### src/design/pip_pkg.sv
// ============================================================================
// pip_pkg: shared types and constants for the piecewise linear interpolator
// Breakpoint table geometry, command codes, controller states and the
// command/status bundles passed between controller and datapath.
// ============================================================================
package pip_pkg;

    localparam int MAX_POINTS = 16;
    localparam int ADDR_W     = $clog2(MAX_POINTS);
    localparam int DATA_W     = 16;
    localparam int CNT_W      = 5;
    localparam int PROD_W     = 2 * DATA_W;
    localparam int DIV_STEPS  = PROD_W;
    localparam int STEP_W     = $clog2(DIV_STEPS);

    // input item opcodes
    localparam logic CMD_LOAD    = 1'b0;
    localparam logic CMD_CONVERT = 1'b1;

    localparam logic [CNT_W-1:0] PC_RESET = CNT_W'(2);

    typedef enum logic [2:0] {
        ST_IDLE,
        ST_CHK_FIRST,
        ST_CHK_LAST,
        ST_SCAN,
        ST_PREP,
        ST_MUL,
        ST_DIV,
        ST_FIN
    } pip_state_t;

    typedef enum logic [1:0] {
        RES_LO,
        RES_HI,
        RES_INTERP
    } pip_res_sel_t;

    typedef struct packed {
        logic              wr_en;     // write one breakpoint
        logic              cap_in;    // capture value to convert
        logic [ADDR_W-1:0] rd_addr;   // table read address
        logic              set_lo;    // latch read entry as segment start
        logic              set_hi;    // latch read entry as segment end
        logic              prep;      // register dx, dy, span
        logic              mul;       // product into divider
        logic              div_step;  // one restoring divide step
        logic              load_res;  // write output register
        pip_res_sel_t      res_sel;
    } pip_cmd_t;

    typedef struct packed {
        logic              le_x;      // input <= X of read entry
        logic              ge_x;      // input >= X of read entry
        logic [ADDR_W-1:0] last_idx;  // index of last breakpoint in use
    } pip_sts_t;

endpackage

### src/design/pip_ctrl.sv
// ============================================================================
// pip_ctrl: sequencer for the piecewise linear interpolator
// Runs the end checks, the serial breakpoint search and the divide steps,
// and owns the input/output handshakes.
// ============================================================================
module pip_ctrl (
    input  logic              clk,
    input  logic              rst_n,
    input  logic              in_valid,
    input  logic              in_cmd,
    output logic              in_ready,
    input  logic              out_ready,
    output logic              out_valid,
    input  pip_pkg::pip_sts_t sts,
    output pip_pkg::pip_cmd_t ctl
);
    import pip_pkg::*;

    pip_state_t        state_reg, state_next;
    pip_res_sel_t      res_sel_reg, res_sel_next;
    logic [ADDR_W-1:0] idx_reg, idx_next;
    logic [STEP_W-1:0] step_reg, step_next;
    logic              out_valid_reg, out_valid_next;

    always_ff @(posedge clk or negedge rst_n)
    begin
        if (!rst_n)
        begin
            state_reg     <= ST_IDLE;
            res_sel_reg   <= RES_LO;
            idx_reg       <= '0;
            step_reg      <= '0;
            out_valid_reg <= 1'b0;
        end
        else
        begin
            state_reg     <= state_next;
            res_sel_reg   <= res_sel_next;
            idx_reg       <= idx_next;
            step_reg      <= step_next;
            out_valid_reg <= out_valid_next;
        end
    end

    always_comb
    begin
        state_next   = state_reg;
        res_sel_next = res_sel_reg;
        idx_next     = idx_reg;
        step_next    = step_reg;
        in_ready     = 1'b0;
        ctl          = '0;
        ctl.res_sel  = res_sel_reg;

        unique case (state_reg)
            ST_IDLE:
            begin
                in_ready    = 1'b1;
                ctl.rd_addr = '0;
                if (in_valid)
                begin
                    if (in_cmd == CMD_LOAD)
                    begin
                        ctl.wr_en = 1'b1;
                    end
                    else
                    begin
                        ctl.cap_in = 1'b1;
                        state_next = ST_CHK_FIRST;
                    end
                end
            end
            ST_CHK_FIRST:
            begin
                // entry 0 on read data; start of first segment either way
                ctl.set_lo  = 1'b1;
                ctl.rd_addr = sts.last_idx;
                if (sts.le_x)
                begin
                    res_sel_next = RES_LO;
                    state_next   = ST_FIN;
                end
                else
                begin
                    state_next = ST_CHK_LAST;
                end
            end
            ST_CHK_LAST:
            begin
                ctl.rd_addr = ADDR_W'(1);
                idx_next    = ADDR_W'(1);
                if (sts.ge_x)
                begin
                    ctl.set_hi   = 1'b1;
                    res_sel_next = RES_HI;
                    state_next   = ST_FIN;
                end
                else
                begin
                    state_next = ST_SCAN;
                end
            end
            ST_SCAN:
            begin
                // input is below the last X, so the search ends by last_idx
                ctl.rd_addr = ADDR_W'(idx_reg + 1'b1);
                if (sts.le_x)
                begin
                    ctl.set_hi = 1'b1;
                    state_next = ST_PREP;
                end
                else
                begin
                    ctl.set_lo = 1'b1;
                    idx_next   = ADDR_W'(idx_reg + 1'b1);
                end
            end
            ST_PREP:
            begin
                ctl.prep   = 1'b1;
                state_next = ST_MUL;
            end
            ST_MUL:
            begin
                ctl.mul    = 1'b1;
                step_next  = '0;
                state_next = ST_DIV;
            end
            ST_DIV:
            begin
                ctl.div_step = 1'b1;
                step_next    = STEP_W'(step_reg + 1'b1);
                if (step_reg == STEP_W'(DIV_STEPS - 1))
                begin
                    res_sel_next = RES_INTERP;
                    state_next   = ST_FIN;
                end
            end
            ST_FIN:
            begin
                if (!out_valid_reg || out_ready)
                begin
                    ctl.load_res = 1'b1;
                    state_next   = ST_IDLE;
                end
            end
        endcase
    end

    always_comb
    begin
        if (ctl.load_res)
        begin
            out_valid_next = 1'b1;
        end
        else if (out_ready)
        begin
            out_valid_next = 1'b0;
        end
        else
        begin
            out_valid_next = out_valid_reg;
        end
    end

    assign out_valid = out_valid_reg;

    a_scan_bounds: assert property (@(posedge clk) disable iff (!rst_n)
        (state_reg == ST_SCAN) |-> (idx_reg != '0 && idx_reg <= sts.last_idx))
        else $error("search index outside the active table");

    a_convert_start: assert property (@(posedge clk) disable iff (!rst_n)
        (in_valid && in_ready && in_cmd == CMD_CONVERT) |=> (state_reg == ST_CHK_FIRST))
        else $error("convert item did not start the end checks");

    a_div_done: assert property (@(posedge clk) disable iff (!rst_n)
        (state_reg == ST_DIV && step_reg == STEP_W'(DIV_STEPS - 1)) |=>
        (state_reg == ST_FIN && res_sel_reg == RES_INTERP))
        else $error("divider did not hand over after its last step");

    a_result_shown: assert property (@(posedge clk) disable iff (!rst_n)
        ctl.load_res |=> (out_valid_reg && state_reg == ST_IDLE))
        else $error("result written without valid");

endmodule

### src/design/pip_dpath.sv
// ============================================================================
// pip_dpath: datapath for the piecewise linear interpolator
// Breakpoint memory, segment registers, 16x16 multiplier, restoring
// divider and the output register.
// ============================================================================
module pip_dpath (
    input  logic                        clk,
    input  logic                        rst_n,
    input  logic [pip_pkg::CNT_W-1:0]   cfg_wdata,
    input  logic                        cfg_we,
    input  logic [pip_pkg::ADDR_W-1:0]  point_index,
    input  logic [pip_pkg::DATA_W-1:0]  x_value,
    input  logic [pip_pkg::DATA_W-1:0]  y_value,
    input  pip_pkg::pip_cmd_t           ctl,
    output pip_pkg::pip_sts_t           sts,
    output logic [pip_pkg::DATA_W-1:0]  result
);
    import pip_pkg::*;

    logic [2*DATA_W-1:0] pt_mem [MAX_POINTS];
    logic [2*DATA_W-1:0] rd_data_reg;

    logic [CNT_W-1:0]  pc_reg;
    logic [DATA_W-1:0] in_reg;
    logic [DATA_W-1:0] x_lo_reg, y_lo_reg, x_hi_reg, y_hi_reg;
    logic [DATA_W-1:0] dx_reg, dy_reg, span_reg;
    logic              rising_reg, span_zero_reg;
    logic [PROD_W-1:0] quot_reg;
    logic [DATA_W-1:0] rem_reg;
    logic [DATA_W-1:0] result_reg, result_next;

    logic [DATA_W-1:0] rd_x, rd_y;
    logic [DATA_W:0]   rem_sh, rem_diff;
    logic              q_bit;
    logic              rising;

    assign rd_x = rd_data_reg[2*DATA_W-1:DATA_W];
    assign rd_y = rd_data_reg[DATA_W-1:0];

    // breakpoint memory: {x, y} per slot
    always_ff @(posedge clk)
    begin
        if (ctl.wr_en)
        begin
            pt_mem[point_index] <= {x_value, y_value};
        end
    end

    always_ff @(posedge clk)
    begin
        rd_data_reg <= pt_mem[ctl.rd_addr];
    end

    always_ff @(posedge clk or negedge rst_n)
    begin
        if (!rst_n)
        begin
            pc_reg <= PC_RESET;
        end
        else if (cfg_we)
        begin
            pc_reg <= cfg_wdata;
        end
    end

    // compares against the read entry; clamp count to 1..MAX_POINTS, then last index
    always_comb
    begin
        sts.le_x = (in_reg <= rd_x);
        sts.ge_x = (in_reg >= rd_x);
        if (pc_reg == '0)
        begin
            sts.last_idx = '0;
        end
        else if (pc_reg > CNT_W'(MAX_POINTS))
        begin
            sts.last_idx = ADDR_W'(MAX_POINTS - 1);
        end
        else
        begin
            sts.last_idx = ADDR_W'(pc_reg - 1'b1);
        end
    end

    assign rising   = (y_lo_reg < y_hi_reg);
    assign rem_sh   = {rem_reg, quot_reg[PROD_W-1]};
    assign q_bit    = (rem_sh >= {1'b0, span_reg});
    assign rem_diff = rem_sh - {1'b0, span_reg};

    always_ff @(posedge clk)
    begin
        if (ctl.cap_in)
        begin
            in_reg <= x_value;
        end
        if (ctl.set_lo)
        begin
            x_lo_reg <= rd_x;
            y_lo_reg <= rd_y;
        end
        if (ctl.set_hi)
        begin
            x_hi_reg <= rd_x;
            y_hi_reg <= rd_y;
        end
        if (ctl.prep)
        begin
            dx_reg        <= in_reg - x_lo_reg;
            span_reg      <= x_hi_reg - x_lo_reg;
            span_zero_reg <= (x_hi_reg == x_lo_reg);
            rising_reg    <= rising;
            dy_reg        <= rising ? (y_hi_reg - y_lo_reg) : (y_lo_reg - y_hi_reg);
        end
        if (ctl.mul)
        begin
            quot_reg <= dx_reg * dy_reg;
            rem_reg  <= '0;
        end
        else if (ctl.div_step)
        begin
            quot_reg <= {quot_reg[PROD_W-2:0], q_bit};
            rem_reg  <= q_bit ? rem_diff[DATA_W-1:0] : rem_sh[DATA_W-1:0];
        end
        if (ctl.load_res)
        begin
            result_reg <= result_next;
        end
    end

    always_comb
    begin
        unique case (ctl.res_sel)
            RES_LO:
            begin
                result_next = y_lo_reg;
            end
            RES_HI:
            begin
                result_next = y_hi_reg;
            end
            RES_INTERP:
            begin
                if (span_zero_reg)
                begin
                    result_next = y_lo_reg;
                end
                else if (rising_reg)
                begin
                    result_next = y_lo_reg + quot_reg[DATA_W-1:0];
                end
                else
                begin
                    result_next = y_lo_reg - quot_reg[DATA_W-1:0];
                end
            end
            default:
            begin
                result_next = y_lo_reg;
            end
        endcase
    end

    assign result = result_reg;

endmodule

### src/design/piecewise_linear_interpolator.sv
// ============================================================================
// piecewise_linear_interpolator: characteristic-line lookup
// Holds up to 16 breakpoints (X, Y). Load items write one breakpoint,
// convert items map a 16-bit value through the line with saturation at
// both ends and truncating linear interpolation in between.
// ============================================================================
//
//  channel  handshake            payload                              dir
//  -------  -------------------  -----------------------------------  ---
//  in       in_valid / in_ready  cmd, point_index, x_value, y_value   in
//  out      out_valid/out_ready  result                               out
//  cfg      cfg_we               cfg_wdata (point_count)              in
//
//  Items are accepted only in idle, so one item is done before the next is
//  taken. A load writes its breakpoint and stays idle; a convert at or below
//  the first X or at or above the last X ends after the end checks, else the
//  search reads one table entry per cycle through the single memory read
//  port and the 32-step restoring divider takes one quotient bit
//  a cycle. Reset: async, active low; point_count returns to 2, table is not
//  cleared. A result waiting on out_ready does not block new items; only the
//  final write of the next convert waits for the output register to free up.
//
module piecewise_linear_interpolator (
    input  logic                        clk,
    input  logic                        rst_n,
    // configuration
    input  logic                        cfg_we,
    input  logic [pip_pkg::CNT_W-1:0]   cfg_wdata,
    // input items
    input  logic                        in_valid,
    output logic                        in_ready,
    input  logic                        cmd,
    input  logic [pip_pkg::ADDR_W-1:0]  point_index,
    input  logic [pip_pkg::DATA_W-1:0]  x_value,
    input  logic [pip_pkg::DATA_W-1:0]  y_value,
    // result items
    output logic                        out_valid,
    input  logic                        out_ready,
    output logic [pip_pkg::DATA_W-1:0]  result
);
    import pip_pkg::*;

    pip_cmd_t ctl;   // controller -> datapath commands
    pip_sts_t sts;   // datapath -> controller compares, last table index

    // sequencer: end checks, serial search, divide steps, handshakes
    pip_ctrl u_ctrl (
        .clk       (clk),
        .rst_n     (rst_n),
        .in_valid  (in_valid),
        .in_cmd    (cmd),
        .in_ready  (in_ready),
        .out_ready (out_ready),
        .out_valid (out_valid),
        .sts       (sts),
        .ctl       (ctl)
    );

    // table memory, segment regs, multiplier, divider, output register
    pip_dpath u_dpath (
        .clk         (clk),
        .rst_n       (rst_n),
        .cfg_wdata   (cfg_wdata),
        .cfg_we      (cfg_we),
        .point_index (point_index),
        .x_value     (x_value),
        .y_value     (y_value),
        .ctl         (ctl),
        .sts         (sts),
        .result      (result)
    );

endmodule

### config.mk
export PLATFORM = sky130hd
export DESIGN_NAME = piecewise_linear_interpolator
export DESIGN_NICKNAME = d
export VERILOG_FILES = /design/src/design/pip_pkg.sv /design/src/design/pip_ctrl.sv /design/src/design/pip_dpath.sv /design/src/design/piecewise_linear_interpolator.sv
export SDC_FILE = /design/constraint.sdc
export NUM_CORES = 2
export LEC_CHECK = 0
export ABC_CLOCK_PERIOD_IN_PS = 9200
export BUFFER_PORTS_ARGS = -buffer_cell sky130_fd_sc_hd__buf_2
export CAP_MARGIN = 20
export CORE_ASPECT_RATIO = 1.25
export CORE_MARGIN = 3
export CORE_UTILIZATION = 55
export CTS_CLUSTER_DIAMETER = 30
export DETAILED_ROUTE_END_ITERATION = 16
export GPL_ROUTABILITY_DRIVEN = 1
export PLACE_DENSITY = 0.73
export SYNTH_ARGS = -nofsm -noshare
export SYNTH_HDL_FRONTEND = slang
export SYNTH_SLANG_ARGS = --single-unit
export TNS_END_PERCENT = 10
### constraint.sdc
create_clock -name clk -period 9.2 [get_ports clk]
set_clock_uncertainty 0.1 [all_clocks]
set_input_delay 0.46 -clock clk [delete_from_list [all_inputs] [get_ports clk]]
set_output_delay 0.46 -clock clk [all_outputs]
set_load 0.01 [all_outputs]
# Word level (Yosys, flattened, before mapping)
# Memory sizes are Yosys's and may differ from the RTL's. A register that Yosys moved wholly into a read port is not among the register bits.
# Cells that the tools add are included.
# word_totals
latchBits	0
mem_bits_ro	0
out_inout_bits	18
ram_bits	512
regBits	214
memories	1
in_bits	47
wordCells	111
# mem_list
name	depth	width	rd	rd_ports_with_merged_regs	wr	line_no	source
u_dpath.pt_mem	16	32	1	1	1	pip_dpath.sv:20	logic [2*DATA_W-1:0] pt_mem [MAX_POINTS];
# classes
eq_ne	19
shift	0
n_bitwise	0
multipliers	1
add_sub_neg	10
magnitude_cmp	5
div	0
reduce_logical	12
muxes	44
# op_table
op	n
16-bit subtractor	6
16-bit 2-to-1 mux	4
32-bit 2-to-1 mux	2
16-bit by 16-bit multiplier with 32-bit output	1
16-bit one-hot mux with 2 select lines	1
3-bit one-hot mux with 8 select lines	1
3-bit 2-to-1 mux	7
17-bit by 16-bit >= comparator with 1-bit output	1
16-bit adder	1
16-bit == test	1
16-bit >= comparator	1
16-bit less-or-equal comparator	1
16-bit < comparator	1
1-bit 2-to-1 mux	15
3-bit == test (second input constant)	4
4-bit 2-to-1 mux	3
2-bit != test (second input constant)	6
4-bit one-hot mux with 3 select lines	1
2-bit 2-to-1 mux	5
5-bit one-hot mux with 2 select lines	1
4-bit one-hot mux with 2 select lines	1
2-bit nonzero test	4
3-bit by 2-bit == test with 1-bit output (second input constant)	2
2-bit one-hot mux with 3 select lines	1
other kinds (18)	20

# Logic depth before layout (Yosys ltp)
# depth
word_depth	5
mapped_depth	23
mapped_depth_nobuf	22

# By module
# Synthesis repeated with hierarchy kept, for this count alone.
# unflattened
hier_cells	2923
hier_area_um2	41089.4
# modules_own_cells
mod	instances	seq_area_each_um2	cells_each	area_per_inst_um2
pip_dpath	1	21807.2	2819	40096.0
pip_ctrl	1	375.4	104	993.5

# Least setup slack after synthesis
# OpenSTA, ideal clock, no wires.
# synth_timing
kind	register to register
startpoint	register u_dpath.dy_reg[1]
endpoint	register u_dpath.quot_reg[29] (data pin)
path_slack_ps	3066
path_stages_with_launch	21
setup_ps	152
arrival_time_ps	5882
path_buffers	1
t_required_ps	8948
cell_sequence	edfxtp_1 -> clkbuf_1 -> nand2_1 -> fa_1 -> fa_1 -> fa_1 -> fa_1 -> inv_1 -> fa_1 -> inv_1 -> fa_1 -> inv_1 -> ha_1 -> o21a_1 -> nand2_1 -> a211o_1 -> a21oi_1 -> o2111a_1 -> nor3_1 -> or4_1 -> a31oi_1
# synth_between
elab_chain_cells	2
# synth_rtl
element	line_no	source
start, declared	pip_dpath.sv:26	logic [DATA_W-1:0] dx_reg, dy_reg, span_reg;
start signal, assigned	pip_dpath.sv:112	dy_reg <= rising ? (y_hi_reg - y_lo_reg) : (y_lo_reg - y_hi_reg);
16-bit by 16-bit multiplier with 32-bit output	pip_dpath.sv:116	quot_reg <= dx_reg * dy_reg;
32-bit 2-to-1 mux	pip_dpath.sv:114	if (ctl.mul)
end signal, assigned	pip_dpath.sv:116	
end signal, assigned	pip_dpath.sv:121	quot_reg <= {quot_reg[PROD_W-2:0], q_bit};
end, declared	pip_dpath.sv:28	logic [PROD_W-1:0] quot_reg;
# No other way between the ends.
# A chain may end at the register's enable or synchronous reset.

# Final worst setup path
# layout_timing
startpoint	register u_dpath.dx_reg[7]
endpoint	register u_dpath.quot_reg[29] (data pin)
# layout_between
elab_chain_cells	2
# layout_rtl
element	line_no	source
start, declared	pip_dpath.sv:26	
start signal, assigned	pip_dpath.sv:108	dx_reg <= in_reg - x_lo_reg;
16-bit by 16-bit multiplier with 32-bit output	pip_dpath.sv:116	
32-bit 2-to-1 mux	pip_dpath.sv:114	
# No other way between the ends.

==> results.md <==
* Die area at 81000 sq um
* Synth area leader: edfxtp_1
* Crit start category: register
* Top-count cell post-synth: edfxtp_1
* Initial antenna violation count at 9
* Status: finished, final reports clean
* Top_reg_cell synth: edfxtp_1
* Gr ovfl total at 0
* Die Y at 317 um
* WP data arrival at 7310 ps
* Die span in x at 255 um
* Crit path kind: register to register
* Max Cap Violations at 0
* Initial core utilization at 55.8%
* Critical path fanouts, max at 16
* Tot GR Track Use at 24.6%
* Max reg flops at 512
* Clk sink count at ~760
* Vias in the first global route at just under 30k
* Layout filler cell count at between 5k and 6k
* Inserted Clock Buffers at roughly 110
* Fraction of layout cells with a size suffix above 1 at 8.65%
* Gates resized, CTS repair at 0
* Syn Area/Cell at 11.5 sq um
* Core ar. at ~76000 sq um
* Yosys warns at 0
* Synthesized cell area at 42700 sq um
* Worst skew pair latency at 660 ps
* Hold Vio Cnt, Final at 0
* Post-placement cell count at 4654
* Worst r2r path cells at 20
* Yosys reg bits at 758
* Setup violators final at 0
* Setup TNS at 0 ps
* Main combinational cell family by area after synthesis: adder cells
* Mapped Nets at around 4.2k
* RSZ-0062 raised after global routing: no
* Hold Crit Depth at 1
* Hold/Removal Path Class: input port to register
* IO Port Bufs at 64
* Reg2reg end: u_dpath.quot_reg[29]
* Post-Layout Cell Count at 4866
* Hold Worst Slack at 77.3 ps
* Routed via count at between 20k and 30k
* Min-delay src: y_value[0]
* Post-synth EDFFs at just under 700
* Post-CTS Setup Repair Bufs at 0
* Worst Max-Slew Pin Slew at 1110 ps
* XOR/XNOR Fraction of Synth Area at 1.83%
* Finished Core Util at 62.7%
* Crit path required time at just under 10000 ps
* Hpwl dp at 62.3 mm
* Largest net degree at the start of global routing at between 200 and 250
* CTS Buffer Depth at 3
* H-tree depth at 3
* First-pass GRT wire length at 156 mm
* Area Growth Syn to Fin at 12.4%
* Compound-cell area share of the yosys netlist at 12.4%
* Final Wtd Congestion at 0.887
* FF-to-FF Start: u_dpath.dx_reg[7]
* Site Rows at between 100 and 150
* Wire length after detailed routing at approximately 98 mm
* Simple-Gate Fraction of Synth Area at 12.2%
* Cell count after synthesis at 3704
* Crit path capture type: register
* Area contributors post-synth: edfxtp_1 49%, fa_1 9.4%, ha_1 6.5%
* Drc violations at 0
* Share of the synthesized area in the top cell type at 48.5%
* Sequential area share after synthesis at 52.0%
* Multi-input logic area at 18600 sq um
* Post-synth top cells: 690 x edfxtp_1, 516 x nand2_1, 362 x inv_1, 259 x and2_1, 223 x ha_1
* Post-DRT Antenna Nets at 0
* Peak Freq at 0.145 GHz
* Nets at 4208
* Clk root buf: clkbuf_16
* Clk slew on worst S/H paths at 50 ps
* Routed len/inst at 20.2 um
* Hold Path Sink: u_dpath.pt_mem[8][0]
* Asr flop ratio synth at between 2 and 3%
* Vias per cell at 5.80
* CTS tree: yes
* Max-slew violations at 0
* Sequential Area at 22200 sq um
* Relative slew slack at 26.1%
* Post-Synth Adder-Cell Area at 15.9%
* Tmin final at 6900 ps
* Post-synthesis mux area share at 0.704%
* Period utilisation layout at 75.0%
* Starting DRT DRC Count at 2327
* Drt first pass iters at 6
* Yosys cell types at 87
* Register-to-register setup slack at 2300 ps
* IO Count at 65
==> worst max-delay path, cell delays in order (launching register included) <==
cell and delay, ps:
edfxtp_1 640, and2_1 270, fa_1 530, inv_1 60, fa_1 450, fa_1 510
fa_1 560, inv_1 50, fa_1 470, inv_1 60, fa_1 560, inv_1 50
ha_1 360, o21a_1 150, nand2_1 60, a211o_1 290, a21oi_1 420, o2111a_1 340
nor3_1 100, or4_1 520, a31oi_1 170
==> worst max path at each step <==
stage / to / cells after the start / from / slack [ps]
floorplan: u_dpath.quot_reg[29] / 20 / u_dpath.dy_reg[1] / 3070
global placement: u_dpath.quot_reg[29] / 20 / u_dpath.dx_reg[7] / 2460
detailed placement: u_dpath.quot_reg[29] / 20 / u_dpath.dx_reg[7] / 2360
CTS: u_dpath.quot_reg[29] / 20 / u_dpath.dx_reg[7] / 2320
global route: u_dpath.quot_reg[30] / 20 / u_dpath.dx_reg[5] / 1970
finish: u_dpath.quot_reg[29] / 20 / u_dpath.dx_reg[7] / 2300
==> final cells by class <==
type	instances	area share, %
antenna	3	0.0157
clock buffer	118	5.71
clock inverter	79	2.25
inverter	363	2.85
multi-input combinational	2399	38.7
sequential	758	46.3
tap	1035	2.70
timing repair buffer	111	1.52
==> cell usage in the layout, fill, tap and decap left out, types with 19 or more instances in the layout <==
master,n
edfxtp_1,690
nand2_1,515
inv_1,362
and2_1,258
ha_1,223
fa_1,200
a211oi_1,175
a21oi_1,156
clkbuf_16,105
o21ai_0,99
a31oi_1,81
nor2_1,74
a311oi_1,68
buf_2,64
xnor2_1,54
nor3_1,50
dfxtp_1,48
nand3_1,36
xor2_1,35
a21o_1,33
buf_4,33
nor2b_1,25
o21a_1,24
nand2b_1,22
mux2i_1,21
bufinv_16,20
dfrtp_1,19
==> timing repair <==
item,CTS,global route
endpoints found under the hold margin,26,0
endpoints found under the setup margin,0,0
hold buffers,12,0
==> stage by stage <==
step,setup slack [ps],area (sq um)
6_report,2300,48000
5_1_grt,1970,47900
4_1_cts,2320,47900
3_5_place_dp,2360,44000
3_3_place_gp,2460,44000
2_1_floorplan,3070,42700
==> per-layer routing <==
metal  track usage [%]  wire [um]
met1              30.2      38100
met2              43.6      50900
met3              3.78       5420
met4              9.54       3600
met5                 0         63
==> logic make-up after synthesis <==
kind of cell / count (synthesis)
simple gates: 1084
compound gates: 773
flops: 758
buf+inv: 547
fa+ha+maj: 424
xor+xnor: 89
mux: 29
Power is left out: the tool's default activity adds up to more than one toggle a clock period on the data nets, which glitch-free logic cannot reach.
